<file path="src/rtl/maf_pkg.sv">
// maf_pkg: shared widths, reset values and controller/datapath command type
// for the moving average filter; no dependencies
`default_nettype none

package maf_pkg;

  localparam int SAMPLE_W       = 16;
  localparam int SUM_W          = 22;
  localparam int WIN_W          = 7;
  localparam int MAX_WINDOW_DEF = 64;
  localparam int DIV_CNT_W      = $clog2(SUM_W);
  localparam int APB_ADDR_W     = 3;
  localparam int APB_DATA_W     = 32;

  localparam logic [WIN_W-1:0] WIN_RESET = WIN_W'(50);

  // register index taken from paddr[2]
  localparam logic REG_WINDOW_LENGTH = 1'b0;

  typedef struct packed {
    logic capture;   // latch request sample, read ring at write index
    logic update;    // update sum, ring and index, load divider
    logic div_step;  // one quotient bit
    logic load_out;  // move saturated quotient to output register
  } dp_cmd_t;

endpackage

`default_nettype wire

</file>
<file path="src/rtl/maf_ctrl.sv">
// maf_ctrl: sequencing state machine and output valid flag
// depends on maf_pkg (command struct, divider count width)
`default_nettype none

module maf_ctrl (
  input  wire logic            clk,
  input  wire logic            rst_n,
  input  wire logic            in_valid,
  output logic                 in_ready,
  output logic                 out_valid,
  input  wire logic            out_ready,
  output maf_pkg::dp_cmd_t     cmd
);
  import maf_pkg::*;

  localparam logic [1:0] ST_IDLE = 2'd0;
  localparam logic [1:0] ST_UPD  = 2'd1;
  localparam logic [1:0] ST_DIV  = 2'd2;
  localparam logic [1:0] ST_FIN  = 2'd3;

  localparam logic [DIV_CNT_W-1:0] CNT_LAST = DIV_CNT_W'(SUM_W - 1);

  logic [1:0]           state_r, state_nxt;
  logic [DIV_CNT_W-1:0] cnt_r, cnt_nxt;
  logic                 out_valid_r, out_valid_nxt;

  assign in_ready  = (state_r == ST_IDLE);
  assign out_valid = out_valid_r;

  always_comb begin
    state_nxt     = state_r;
    cnt_nxt       = cnt_r;
    out_valid_nxt = out_valid_r;
    cmd           = '0;
    if (out_valid_r && out_ready) begin
      out_valid_nxt = 1'b0;
    end
    unique case (state_r)
      ST_IDLE: begin
        if (in_valid) begin
          cmd.capture = 1'b1;
          state_nxt   = ST_UPD;
        end
      end
      ST_UPD: begin
        cmd.update = 1'b1;
        cnt_nxt    = '0;
        state_nxt  = ST_DIV;
      end
      ST_DIV: begin
        cmd.div_step = 1'b1;
        cnt_nxt      = cnt_r + 1'b1;
        if (cnt_r == CNT_LAST) begin
          state_nxt = ST_FIN;
        end
      end
      ST_FIN: begin
        if (!out_valid_r || out_ready) begin
          cmd.load_out  = 1'b1;
          out_valid_nxt = 1'b1;
          state_nxt     = ST_IDLE;
        end
      end
      default: state_nxt = ST_IDLE;
    endcase
  end

  always_ff @(posedge clk) begin
    if (!rst_n) begin
      state_r     <= ST_IDLE;
      cnt_r       <= '0;
      out_valid_r <= 1'b0;
    end else begin
      state_r     <= state_nxt;
      cnt_r       <= cnt_nxt;
      out_valid_r <= out_valid_nxt;
    end
  end

endmodule

`default_nettype wire

</file>
<file path="src/rtl/maf_datapath.sv">
// maf_datapath: sample ring memory, running sum, write index, bit-serial
// divider and output register; depends on maf_pkg
`default_nettype none

module maf_datapath #(
  parameter int MAX_WINDOW = maf_pkg::MAX_WINDOW_DEF
) (
  input  wire logic                              clk,
  input  wire logic                              rst_n,
  input  wire maf_pkg::dp_cmd_t                  cmd,
  input  wire logic [maf_pkg::WIN_W-1:0]         win_len,
  input  wire logic signed [maf_pkg::SAMPLE_W-1:0] in_sample,
  output logic signed [maf_pkg::SAMPLE_W-1:0]    out_average
);
  import maf_pkg::*;

  localparam int IDX_W = $clog2(MAX_WINDOW);
  localparam int CMP_W = (IDX_W + 1 > WIN_W) ? IDX_W + 1 : WIN_W;
  localparam logic [SUM_W-1:0] POS_MAX = SUM_W'(32767);
  localparam logic [SUM_W-1:0] NEG_MAX = SUM_W'(32768);

  logic [SAMPLE_W-1:0] ring_mem [MAX_WINDOW];
  logic [MAX_WINDOW-1:0] vld_r;
  logic [SAMPLE_W-1:0] rd_data_r;
  logic                rd_vld_r;
  logic [SAMPLE_W-1:0] sample_r;
  logic [SUM_W-1:0]    sum_r, sum_nxt;
  logic [IDX_W-1:0]    idx_r, idx_nxt;
  logic [WIN_W-1:0]    eff_win;
  logic [SAMPLE_W-1:0] old_sample;
  logic [SUM_W-1:0]    sum_abs;

  logic [SUM_W-1:0]    quo_r, quo_nxt;
  logic [WIN_W-1:0]    rem_r, rem_nxt;
  logic [WIN_W-1:0]    dvs_r;
  logic                neg_r;
  logic [WIN_W:0]      rem_sh, rem_diff;
  logic [SAMPLE_W-1:0] avg_sat;
  logic [SAMPLE_W-1:0] out_average_r;

  // effective window: zero acts as one, clamp to ring depth
  always_comb begin
    eff_win = win_len;
    if (win_len == '0) begin
      eff_win = WIN_W'(1);
    end else if (int'(win_len) > MAX_WINDOW) begin
      eff_win = WIN_W'(MAX_WINDOW);
    end
  end

  assign old_sample = rd_vld_r ? rd_data_r : '0;

  always_comb begin
    sum_nxt = sum_r
            + {{(SUM_W-SAMPLE_W){sample_r[SAMPLE_W-1]}}, sample_r}
            - {{(SUM_W-SAMPLE_W){old_sample[SAMPLE_W-1]}}, old_sample};
    sum_abs = sum_nxt[SUM_W-1] ? (~sum_nxt + 1'b1) : sum_nxt;
    if ((CMP_W'(idx_r) + CMP_W'(1)) >= CMP_W'(eff_win)) begin
      idx_nxt = '0;
    end else begin
      idx_nxt = idx_r + 1'b1;
    end
  end

  // restoring division step
  always_comb begin
    rem_sh   = {rem_r, quo_r[SUM_W-1]};
    rem_diff = rem_sh - {1'b0, dvs_r};
    if (rem_sh >= {1'b0, dvs_r}) begin
      rem_nxt = rem_diff[WIN_W-1:0];
      quo_nxt = {quo_r[SUM_W-2:0], 1'b1};
    end else begin
      rem_nxt = rem_sh[WIN_W-1:0];
      quo_nxt = {quo_r[SUM_W-2:0], 1'b0};
    end
  end

  always_comb begin
    if (!neg_r) begin
      avg_sat = (quo_r > POS_MAX) ? SAMPLE_W'(16'h7fff) : quo_r[SAMPLE_W-1:0];
    end else begin
      avg_sat = (quo_r > NEG_MAX) ? SAMPLE_W'(16'h8000)
                                  : (~quo_r[SAMPLE_W-1:0] + 1'b1);
    end
  end

  // ring memory
  always_ff @(posedge clk) begin
    if (cmd.capture) begin
      rd_data_r <= ring_mem[idx_r];
    end
    if (cmd.update) begin
      ring_mem[idx_r] <= sample_r;
    end
  end

  always_ff @(posedge clk) begin
    if (!rst_n) begin
      vld_r    <= '0;
      rd_vld_r <= 1'b0;
      sum_r    <= '0;
      idx_r    <= '0;
    end else begin
      if (cmd.capture) begin
        rd_vld_r <= vld_r[idx_r];
      end
      if (cmd.update) begin
        vld_r[idx_r] <= 1'b1;
        sum_r        <= sum_nxt;
        idx_r        <= idx_nxt;
      end
    end
  end

  always_ff @(posedge clk) begin
    if (cmd.capture) begin
      sample_r <= in_sample;
    end
    if (cmd.update) begin
      quo_r <= sum_abs;
      rem_r <= '0;
      dvs_r <= eff_win;
      neg_r <= sum_nxt[SUM_W-1];
    end else if (cmd.div_step) begin
      quo_r <= quo_nxt;
      rem_r <= rem_nxt;
    end
    if (cmd.load_out) begin
      out_average_r <= avg_sat;
    end
  end

  assign out_average = out_average_r;

endmodule

`default_nettype wire

</file>
<file path="src/rtl/moving_average_filter.sv">
// moving_average_filter: boxcar average over a configurable window;
// one request at a time: in_ready is high only in idle, and each request runs capture,
// update, the 22-step bit-serial divider and the output load before the next is accepted;
// the output load waits while a previous average waits on out_ready
// reset (synchronous, rst_n low) clears sum, write index and ring valid flags
// at once, no clearing pass; window_length resets to 50
// depends on maf_pkg, maf_ctrl, maf_datapath
`default_nettype none

module moving_average_filter #(
  parameter int MAX_WINDOW = maf_pkg::MAX_WINDOW_DEF
) (
  input  wire logic                                 clk,
  input  wire logic                                 rst_n,
  input  wire logic                                 in_valid,
  output logic                                      in_ready,
  input  wire logic signed [maf_pkg::SAMPLE_W-1:0]  in_sample,
  output logic                                      out_valid,
  input  wire logic                                 out_ready,
  output logic signed [maf_pkg::SAMPLE_W-1:0]       out_average,
  input  wire logic                                 psel,
  input  wire logic                                 penable,
  input  wire logic                                 pwrite,
  input  wire logic [maf_pkg::APB_ADDR_W-1:0]       paddr,
  input  wire logic [maf_pkg::APB_DATA_W-1:0]       pwdata,
  output logic [maf_pkg::APB_DATA_W-1:0]            prdata,
  output logic                                      pready
);
  import maf_pkg::*;

  logic [WIN_W-1:0] win_r;
  logic             reg_sel;
  dp_cmd_t          cmd;

  assign pready  = 1'b1;
  assign reg_sel = (paddr[2] == REG_WINDOW_LENGTH);

  always_ff @(posedge clk) begin
    if (!rst_n) begin
      win_r <= WIN_RESET;
    end else if (psel && penable && pwrite && pready && reg_sel) begin
      win_r <= pwdata[WIN_W-1:0];
    end
  end

  always_comb begin
    prdata = '0;
    if (reg_sel) begin
      prdata = {{(APB_DATA_W-WIN_W){1'b0}}, win_r};
    end
  end

  maf_ctrl u_ctrl (
    .clk       (clk),
    .rst_n     (rst_n),
    .in_valid  (in_valid),
    .in_ready  (in_ready),
    .out_valid (out_valid),
    .out_ready (out_ready),
    .cmd       (cmd)
  );

  maf_datapath #(
    .MAX_WINDOW (MAX_WINDOW)
  ) u_datapath (
    .clk         (clk),
    .rst_n       (rst_n),
    .cmd         (cmd),
    .win_len     (win_r),
    .in_sample   (in_sample),
    .out_average (out_average)
  );

endmodule

`default_nettype wire

</file>
<file path="config.mk">
export PLATFORM = sky130hd
export DESIGN_NAME = moving_average_filter
export DESIGN_NICKNAME = d
export VERILOG_FILES = /design/src/rtl/maf_pkg.sv /design/src/rtl/maf_ctrl.sv /design/src/rtl/maf_datapath.sv /design/src/rtl/moving_average_filter.sv
export SDC_FILE = /design/constraint.sdc
export NUM_CORES = 1
export LEC_CHECK = 0
export ABC_AREA = 1
export CORE_AREA = 2 2 408 410
export CTS_CLUSTER_DIAMETER = 200
export DETAILED_ROUTE_END_ITERATION = 16
export DIE_AREA = 0 0 410 412
export DONT_BUFFER_PORTS = 1
export PLACE_DENSITY = 0.45
export SETUP_SLACK_MARGIN = 0.05
export SLEW_MARGIN = 0
export SYNTH_ARGS = -nofsm -noshare
export SYNTH_HDL_FRONTEND = slang
export SYNTH_SLANG_ARGS = --single-unit
</file>
<file path="constraint.sdc">
create_clock -name clk -period 5.5 [get_ports clk]
set_input_delay 0.275 -clock clk [delete_from_list [all_inputs] [get_ports clk]]
set_output_delay 0.275 -clock clk [all_outputs]
set_load 0.01 [all_outputs]
</file>
* After elaboration in Yosys (flattened, before gate mapping)
Memory sizes are Yosys's and may differ from the RTL's. A register that Yosys moved wholly into a read port is not among the register bits. Cells that the tools add are included.
Word-level totals: output and inout bits 51, memories 1, memory bits (writable) 1024, input port bits 58, register bits 177, word-level logic and storage cells 86
Memories:
- u_datapath.ring_mem | depth 64, width 16, rd ports 1, clocked after Yosys merged registers in 1, write ports 1, line maf_datapath.sv:22 | logic [SAMPLE_W-1:0] ring_mem [MAX_WINDOW];
Operators by class: bitwise operators 4, reduce and logical (&&, ||, !) cells 12, add/subtract/negate cells 8, mux-type cells 33, order comparisons 7, eq/ne operators 7
Operators by type and width (count):
- 22-bit 2-to-1 mux | 3
- 16-bit 2-to-1 mux | 4
- 64-bit OR | 1
- 7-bit 2-to-1 mux | 4
- 22-bit by 1-bit adder with 22-bit output, second input constant | 1
- 22-bit adder | 1
- 22-bit by 15-bit > comparator with 1-bit output, second input constant | 1
- 22-bit by 16-bit > comparator with 1-bit output, second input constant | 1
- 22-bit NOT | 1
- 22-bit subtractor | 1
- 16-bit by 1-bit adder with 16-bit output, second input constant | 1
- 16-bit NOT | 1
- 1-bit 2-to-1 mux | 14
- 5-bit case mux with 2 select lines | 1
- 8-bit by 7-bit >= comparator with 1-bit output | 1
- 2-bit case mux with 4 select lines | 1
- 6-bit by 1-bit adder with 7-bit output, second input constant | 1
- 7-bit >= comparator | 1
- 7-bit > comparator, second input constant | 1
- 7-bit zero test | 1
- 6-bit by 7-bit less-than comparator with 1-bit output, second input constant | 1
- 7-bit subtractor | 1
- 6-bit by 1-bit adder with 6-bit output, second input constant | 1
- 1-bit binary-select mux with 6-bit select | 1
- 17 further kinds | 26

* Depth between registers and ports, before layout
Gate-level depths: netlist of run 1.
word-level depth 6, gate-level depth with buffers 23, depth with buffers taken out 21

* By module
From an unflattened synthesis of run 1, not the netlist that was laid out.
Second synthesis, totals: cells, all modules 3945, area, all modules 49148.4 µm²
Modules (own cells, without submodules):
- maf_datapath | cells each 3795, sequential area each 35093.7 µm², instances 1, area an instance 48063.6 µm²
- moving_average_filter | cells each 87, sequential area each 140.1 µm², instances 1, area an instance 615.6 µm²
- maf_ctrl | cells each 63, sequential area each 160.2 µm², instances 1, area an instance 469.2 µm²

* Least setup slack after synthesis of run 1
No wires, ideal clock.
path type register -> register, start reg u_datapath.sample_r[15], end reg u_datapath.quo_r[16], data pin, data required time 5241 ps, setup slack 1517 ps, clock period less this slack 3983 ps, arrival 3724 ps, setup time 259 ps, path buffers 1, cell stages (with the launch flop) 17, cells stage by stage edfxtp_1 > inv_1 > fa_1 > inv_1 > ha_1 > nand2_1 > inv_1 > a21oi_1 > nor2_1 > nor3_1 > nand2_2 > xor2_1 > buf_4 > o21ai_1 > nand2_1 > nand2_1 > nand3_1
On the way: word-level cells in the longest chain between the ends 6
Ends and longest elaborated chain:
- from (decl) | line maf_datapath.sv:26 | logic [SAMPLE_W-1:0] sample_r;
- from (signal assigned) | line maf_datapath.sv:117 | sample_r <= in_sample;
- 22-bit adder (*) | line maf_datapath.sv:55 | + {{(SUM_W-SAMPLE_W){sample_r[SAMPLE_W-1]}}, sample_r}
- 22-bit subtractor (*) | line maf_datapath.sv:56 | - {{(SUM_W-SAMPLE_W){old_sample[SAMPLE_W-1]}}, old_sample};
- 22-bit NOT | line maf_datapath.sv:57 | sum_abs = sum_nxt[SUM_W-1] ? (~sum_nxt + 1'b1) : sum_nxt;
- 22-bit by 1-bit adder with 22-bit output | line maf_datapath.sv:57
- 22-bit 2-to-1 mux (*) | line maf_datapath.sv:57
- 22-bit 2-to-1 mux (*) | line maf_datapath.sv:119 | if (cmd.update) begin
- to (signal assigned) | line maf_datapath.sv:120 | quo_r <= sum_abs;
- to (signal assigned) | line maf_datapath.sv:125 | quo_r <= quo_nxt;
- to (decl) | line maf_datapath.sv:33 | logic [SUM_W-1:0] quo_r, quo_nxt;
Mark *: on every way between the ends. The rest lies on a longest branch, timed or not. A chain may end at the register's enable or synchronous reset.

* Worst setup path in the final report of run 1
start reg u_datapath.idx_r[0], end reg u_datapath.idx_r[5]
On the way: word-level cells in the longest chain between the ends 3, elaborated cells between the ends (all ways) 4, those cells by class add/sub: 2; order compare: 1; mux: 1
Ends and longest elaborated chain:
- from (decl) | line maf_datapath.sv:28 | logic [IDX_W-1:0] idx_r, idx_nxt;
- from (signal assigned) | line maf_datapath.sv:110 | idx_r <= idx_nxt;
- 6-bit by 1-bit adder with 7-bit output | line maf_datapath.sv:58 | if ((CMP_W'(idx_r) + CMP_W'(1)) >= CMP_W'(eff_win)) begin
- 7-bit >= comparator | line maf_datapath.sv:58
- 6-bit 2-to-1 mux (*) | line maf_datapath.sv:58
Marked as above.

==> results of run 1 <==
synthesized netlist by cell type (all sizes together) (22+ instances only):
library cell	count	share of area, %
fa	22	0.90
nand2	967	7.4
ha	45	1.1
buf	132	1.4
nand4	110	1.4
a21oi	120	1.2
clkbuf	54	0.41
dfxtp	115	4.7
nor2	338	2.6
a22o	38	0.68
a221oi	119	2.1
o21ai	116	1.2
inv	327	2.5
edfxtp	1102	67
a22oi	116	1.8
nand3	100	1.1
cell type report:
| class | instances | area [sq um] |
|---|---|---|
| diodes | 3 | 7.507 |
| clock buffers | 190 | 3726 |
| clock inverters | 55 | 574.3 |
| fillers | 16150 | 107200 |
| inverters | 330 | 1255 |
| multi-input cells | 2234 | 11840 |
| flip-flops and latches | 1217 | 35390 |
| well taps | 2189 | 2739 |
| repair buffers | 168 | 1489 |
per-layer routing:
metal	track usage (%)	share of wire, %	vias to the layer above
met2	28.73	46	788
met5	0	0.0085	-
met4	5.039	2.4	2
met3	2.941	5.4	181
met1	24.94	46	15580
li1	-	-	14310
worst max-delay path: stages (launching register included):
cell and delay [ns]:
dfxtp_1 0.63, inv_2 0.22, nor2_4 0.86, inv_1 0.40
nand2_1 0.15, nand2_1 0.06, inv_1 0.15, ha_1 0.26
o21ai_0 0.07, a21boi_0 0.10, o21bai_1 0.42, nand3_1 0.14
a21oi_1 0.16
power by group through the flow:
stage / clock [mW] / sequential [mW] / combinational, mW
6_report: 8.89 / 11.2 / 7.02
5_1_grt: 9.43 / 11.2 / 7.89
4_1_cts: 9.08 / 11.2 / 7.08
3_5_place_dp: 0 / 11.4 / 7.04
3_3_place_gp: 0 / 11.4 / 7.04
2_1_floorplan: 0 / 11.5 / 4.48
flip-flops by register name, summed over array words and instances (netlist names), 2 cells and up:
signal                  flops
u_datapath.ring_mem      1024
u_datapath.vld_r           64
u_datapath.quo_r           22
u_datapath.sum_r           22
u_datapath.out_average     16
u_datapath.rd_data_r       16
u_datapath.sample_r        16
u_datapath.dvs_r            7
u_datapath.rem_r            7
win_r                       7
u_datapath.idx_r            6
u_ctrl.cnt_r                5
u_ctrl.state_r              2
layout by cell type (no fill, tap or decap), types with 11 or more instances in the layout:
master,n
clkbuf_16,136
ha_1,44
edfxtp_1,1102
nor2_2,64
a21oi_1,119
buf_4,125
inv_1,320
a221oi_1,118
clkinv_1,23
a22o_1,38
nand4_1,109
nand2_1,962
xor2_1,17
clkinv_2,13
nor2_1,267
buf_12,12
o21ai_1,16
clkbuf_1,42
clkbuf_8,12
nand3_1,96
o211ai_1,11
fa_1,22
dlygate4sd3_1,31
o21ai_0,97
dfxtp_1,115
conb_1,26
a22oi_1,116
worst max path at each step:
stage,startpoint,to,cells past startpoint
CTS,u_datapath.rd_vld_r,u_datapath.quo_r[9],16
detailed placement,u_datapath.rd_vld_r,u_datapath.quo_r[9],16
finish,u_datapath.idx_r[0],u_datapath.idx_r[5],12
global route,u_datapath.rd_vld_r,u_datapath.quo_r[9],16
floorplan,u_datapath.sample_r[15],u_datapath.quo_r[16],16
global placement,u_datapath.rd_vld_r,u_datapath.quo_r[7],16
cells by family after synthesis:
family                     Yosys count  synth area share (%)
AOI/OAI and AO/OA                  565                 7.959
xor gates and xnor gates            25                0.4614
adders and majority gates           67                 2.044
buffers and inverters              516                 4.385
DFF                               1217                 72.11
other                                2               0.01530
and+or+nand+nor                   1551                 13.02
repair_timing:
action / 4_1_cts / 5_1_grt
hold buffers: 32 / 0
hold endpoints to repair: 57 / 0
buffers inserted: 0 / 0
==> flow_summary_export.csv, run 1 <==
group,metric,value,unit
floorplanning,die_area,168900,sq um
placed_design,place_area,52390,sq um
timing,min_period,3.732,ns
floorplanning,die_w,410,um
synthesis,async_flop_share,0,%
power_and_ir_drop,p_sw,9.103,mW
hold_path,hold_end,"u_datapath.sum_r[6]",
timing,rsz0062_at_grt,"false",
floorplanning,rows,149,
power_and_ir_drop,power.leakage,20.03,nW
synthesis,synthCells,3943,
placed_design,preCtsSetupSlack,1.746,ns
power_and_ir_drop,pwr_density_cell,475.2,nW/um^2
placed_design,hpwl,89400,um
worst_setup_path,worstRegToRegCells,12,
routing,drtPass1Iterations,6,
power_and_ir_drop,clockPowerShare,32.8,%
routing,antenna_left,0,
routing,drtIter0Drc,2775,
floorplanning,die_h,412,um
cts,cts_made_buffers,135,
worst_setup_path,worstPathMaxFanout,26,
worst_setup_path,cp.required,6.17,ns
synthesis,synth_edf_count,1102,
hold_path,hp-start,"rst_n",
worst_setup_path,crit_path_end_kind,"flip-flop",
floorplanning,start_util,29.88,%
cts,cts_max_level,4,
timing,setup-violations-final,0,
power_and_ir_drop,seq_power_share,41.3,%
cts,clk_pin_slew,0.06,ns
timing,fin_ws,1.768,ns
power_and_ir_drop,power.internal,18.00,mW
power_and_ir_drop,worst_ir_drop_vdd,0.0003010,V
hold_path,hold_path_depth,2,
timing,finalHoldViolCount,0,
synthesis,yosys_register_bits,1217,
worst_setup_path,arrival,4.40,ns
worst_setup_path,reg2reg_to,"u_datapath.idx_r[5]",
synthesis,yosysWarnings,0,
cts,cts_sinks,1217,
routing,vias_per_cell,4.832,
finish,stdcell_count,6386,
routing,drc,0,
timing,final_max_slew_viol_count,0,
worst_setup_path,timing.reg2reg.setup_slack,1.77,ns
finish,design_area,57030,sq um
cts,cts_root_buffer,"clkbuf_16",
grt,grt_first_pass_wirelength,218800,um
power_and_ir_drop,power,27.10,mW
outcome,outcome,"complete, no violations",
floorplanning,coreArea,164200,sq um
hold_path,hold_path.class,"primary input to flip-flop",
timing,worst-slew-pin-transition,1.214,ns
timing,clock.fmax,268.0,MHz
timing,worst_clock_skew,0.04089,ns
timing,post-route-period-util,67.85,%
cts,cts_buffer_depth,3,
synthesis,ys_seq_area_share,72.11,%
synthesis,syn_area_per_cell,12.45,sq um
power_and_ir_drop,comb_power_share,25.9,%
routing,wl_per_cell,23.84,um
worst_setup_path,cp-start-kind,"flip-flop",
grt,grt_max_degree,77,
synthesis,netlist_area,49080,sq um
power_and_ir_drop,switching_share,33.59,%
timing,holdWs,0.06629,ns
grt,antenna_found_initial,4,
finish,drive_above_1_share,10.16,%
worst_setup_path,r2r_start,"u_datapath.idx_r[0]",
routing,wl,152300,um
floorplanning,io_pins,109,
routing,vias,30860,
worst_setup_path,worstSetupPathType,"flip-flop to flip-flop",
cts,tritoncts,"yes",
finish,syn2layout_area_growth,16.19,%
timing,relSlewSlack,18.95,%
placed_design,dp_cells,6106,
placed_design,gp_congestion,0.8306,
grt,gr-total-overflow,0,
timing,setup-tns-final,0,ns
finish,fin_nets,4211,
cts,worstSkewPairLatency,0.78,ns
flow_run,max_cap_violations,0,
finish,final_util,34.72,%
grt,grt_pass1_vias,30070,
placed_design,numPortBuffers,0,
synthesis,synthDistinctLibCells,58,
synthesis,dominantRegCellSynth,"edfxtp_1",
grt,track_usage,17.89,%
cts,ctsResizeCount,0,
(Power assumes the default switching activity.)
==> inputs of run 2 (changes only) <==
Settings changed: PLACE_DENSITY 0.45 to 0.47.
Clock period 5.5 ns to 3.34 ns, I/O delays scaled along.
==> flow_summary_export.csv, run 2 (synthesized netlist as in run 1, its figures left out) <==
group,metric,value,unit
floorplanning,io_pins,109,
floorplanning,die_w,410,um
grt,grt_pass1_vias,31220,
finish,syn2layout_area_growth,21.16,%
grt,antenna_found_initial,4,
finish,fillers,15860,
routing,drtIter0Drc,3151,
timing,rsz0062_at_grt,"true",
cts,cts_made_buffers,131,
cts,cts_root_buffer,"clkbuf_16",
worst_setup_path,worstSetupPathType,"flip-flop to flip-flop",
routing,wl,155500,um
finish,largest_reg_flops,1024,
placed_design,preCtsSetupSlack,-0.1015,ns
cts,cts_buffer_depth,3,
routing,drtPass1Iterations,6,
routing,antenna_left,0,
timing,worst-slew-pin-transition,1.220,ns
finish,top_register,"u_datapath.ring_mem",
routing,vias_per_cell,4.830,
worst_setup_path,cp.required,3.86,ns
power_and_ir_drop,clockPowerShare,29.3,%
finish,drive_above_1_share,16.70,%
worst_setup_path,arrival,3.73,ns
finish,final_common_cell,"edfxtp_1",
power_and_ir_drop,worst_ir_drop_vdd,0.0005604,V
timing,fin_ws,0.1239,ns
routing,drc,0,
flow_run,max_cap_violations,0,
timing,setup-tns-final,0,ns
cts,cts_max_level,4,
timing,worst_clock_skew,0.03507,ns
floorplanning,coreArea,164200,sq um
cts,cts_sinks,1217,
power_and_ir_drop,power.leakage,21.08,nW
power_and_ir_drop,p_sw,16.67,mW
floorplanning,rows,149,
placed_design,numPortBuffers,0,
placed_design,dp_cells,6264,
cts,worstSkewPairLatency,0.77,ns
hold_path,hold_path.class,"primary input to flip-flop",
worst_setup_path,crit_path_end_kind,"flip-flop",
grt,gr-total-overflow,0,
timing,clock.fmax,310.9,MHz
grt,gr-usage-met1,24.95,%
floorplanning,die_area,168900,sq um
routing,wl_per_cell,23.69,um
finish,fin_nets,4389,
timing,finalHoldViolCount,0,
timing,holdWs,0.05847,ns
floorplanning,start_util,29.88,%
grt,grt_use_met2,29.95,%
cts,clk_pin_slew,0.06,ns
grt,grt_max_degree,65,
grt,busiest_layer,"met2",
outcome,outcome,"complete, no violations",
routing,vias,31700,
placed_design,hpwl,94640,um
timing,post-route-period-util,96.29,%
grt,track_usage,18.22,%
grt,grt_first_pass_wirelength,224100,um
finish,layout_common_cells,"1102 x edfxtp_1, 919 x nand2_1, 310 x inv_1, 257 x buf_4, 251 x nor2_1",
placed_design,gp_congestion,0.8142,
worst_setup_path,cp-start-kind,"flip-flop",
power_and_ir_drop,seq_power_share,37.6,%
timing,setup-violations-final,0,
timing,final_max_slew_viol_count,0,
power_and_ir_drop,power,49.13,mW
power_and_ir_drop,power.internal,32.47,mW
finish,stdcell_count,6563,
grt,grt_util_met3,2.777,%
power_and_ir_drop,switching_share,33.92,%
finish,reg_top3,"u_datapath.ring_mem: 1024 flops, u_datapath.vld_r: 64 flops",
timing,relSlewSlack,18.57,%
power_and_ir_drop,pwr_density_cell,826.2,nW/um^2
floorplanning,die_h,412,um
worst_setup_path,worstPathMaxFanout,7,
cts,tritoncts,"yes",
power_and_ir_drop,comb_power_share,33.0,%
timing,min_period,3.216,ns
## run 2: cell count changes in the layout (fill, tap and decap cells not counted), moves of 15 or more
cell,previous run,this run
buf_4,125,257
ha_4,0,16
buf_12,12,41
nor2_1,267,251
nand2_2,5,38
ha_1,44,27
nand3_1,96,81
nand2_1,962,919
## run 2: final cells by class
cell class,instances,area (sq um),share of cell area (%)
Clock buffer,176,3530,5.936
Multi-Input combinational cell,2234,12530,21.08
Inverter,330,1261,2.121
Clock inverter,64,716.9,1.206
Timing Repair Buffer,350,3281,5.517
Antenna cell,3,7.507,0.01262
Sequential cell,1217,35400,59.53
Tap cell,2189,2739,4.606
## run 2: power groups by stage
stage               sequential [mW]  clock (mW)  combinational, mW
global placement               18.8           0               14.2
floorplan                      18.9           0               7.79
global route                   18.5        15.3               17.9
CTS                            18.5        14.7               14.5
detailed placement             18.8           0               14.3
finish                         18.5        14.4               16.2
## run 2: worst max-delay path, stage by stage, from the launching register on
cell        delay [ns]
dfxtp_4           0.37
buf_6             0.14
nand2_4           0.06
clkinvlp_4        0.18
fa_1              0.55
inv_2             0.05
ha_4              0.23
nand2_2           0.07
nand2_2           0.07
a21oi_2           0.12
nor2_1            0.06
nor3_2            0.18
nand2_4           0.12
buf_12            0.14
xnor2_4           0.12
nor2_4            0.24
buf_6             0.14
nand2_2           0.04
nand2_1           0.05
nand2_1           0.04
## run 2: metrics by stage
step                      instance area [sq um]  util, %
final                                     59470    36.21
after global routing                      59460    36.20
after CTS                                 58840    35.82
after detailed placement                  54090    32.93
after global placement                    54090    32.93
after floorplan                           49340        -
## run 2: final timing paths
kind | start | endpoint | slack, ns | cells after the start
setup / recovery | u_datapath.rd_vld_r | u_datapath.quo_r[17] | 0.12 | 19
setup reg to reg | u_datapath.rd_vld_r | u_datapath.quo_r[17] | 0.12 | 19
hold reg to reg | u_datapath.sum_r[17] | u_datapath.sum_r[17] | 0.46 | 2
hold / removal | in_sample[2] | u_datapath.sample_r[2] | 0.06 | 1
## run 2: layer usage
metal	share of wire (%)	vias up	wire (um)
li1	-	14650	-
met1	45	15980	69840
met2	47	887	73360
met3	5.4	187	8403
met4	2.5	2	3854
met5	0.0084	-	13
## run 2: what timing repair did
item / in CTS / in global routing
endpoints found under the hold margin: 57 / 0
pin swaps: 1 / 32
setup buffers: 0 / 10
cloned: 1 / 0
endpoints found under the setup margin: 16 / 29
hold buffers: 45 / 0
gates resized for setup: 11 / 130
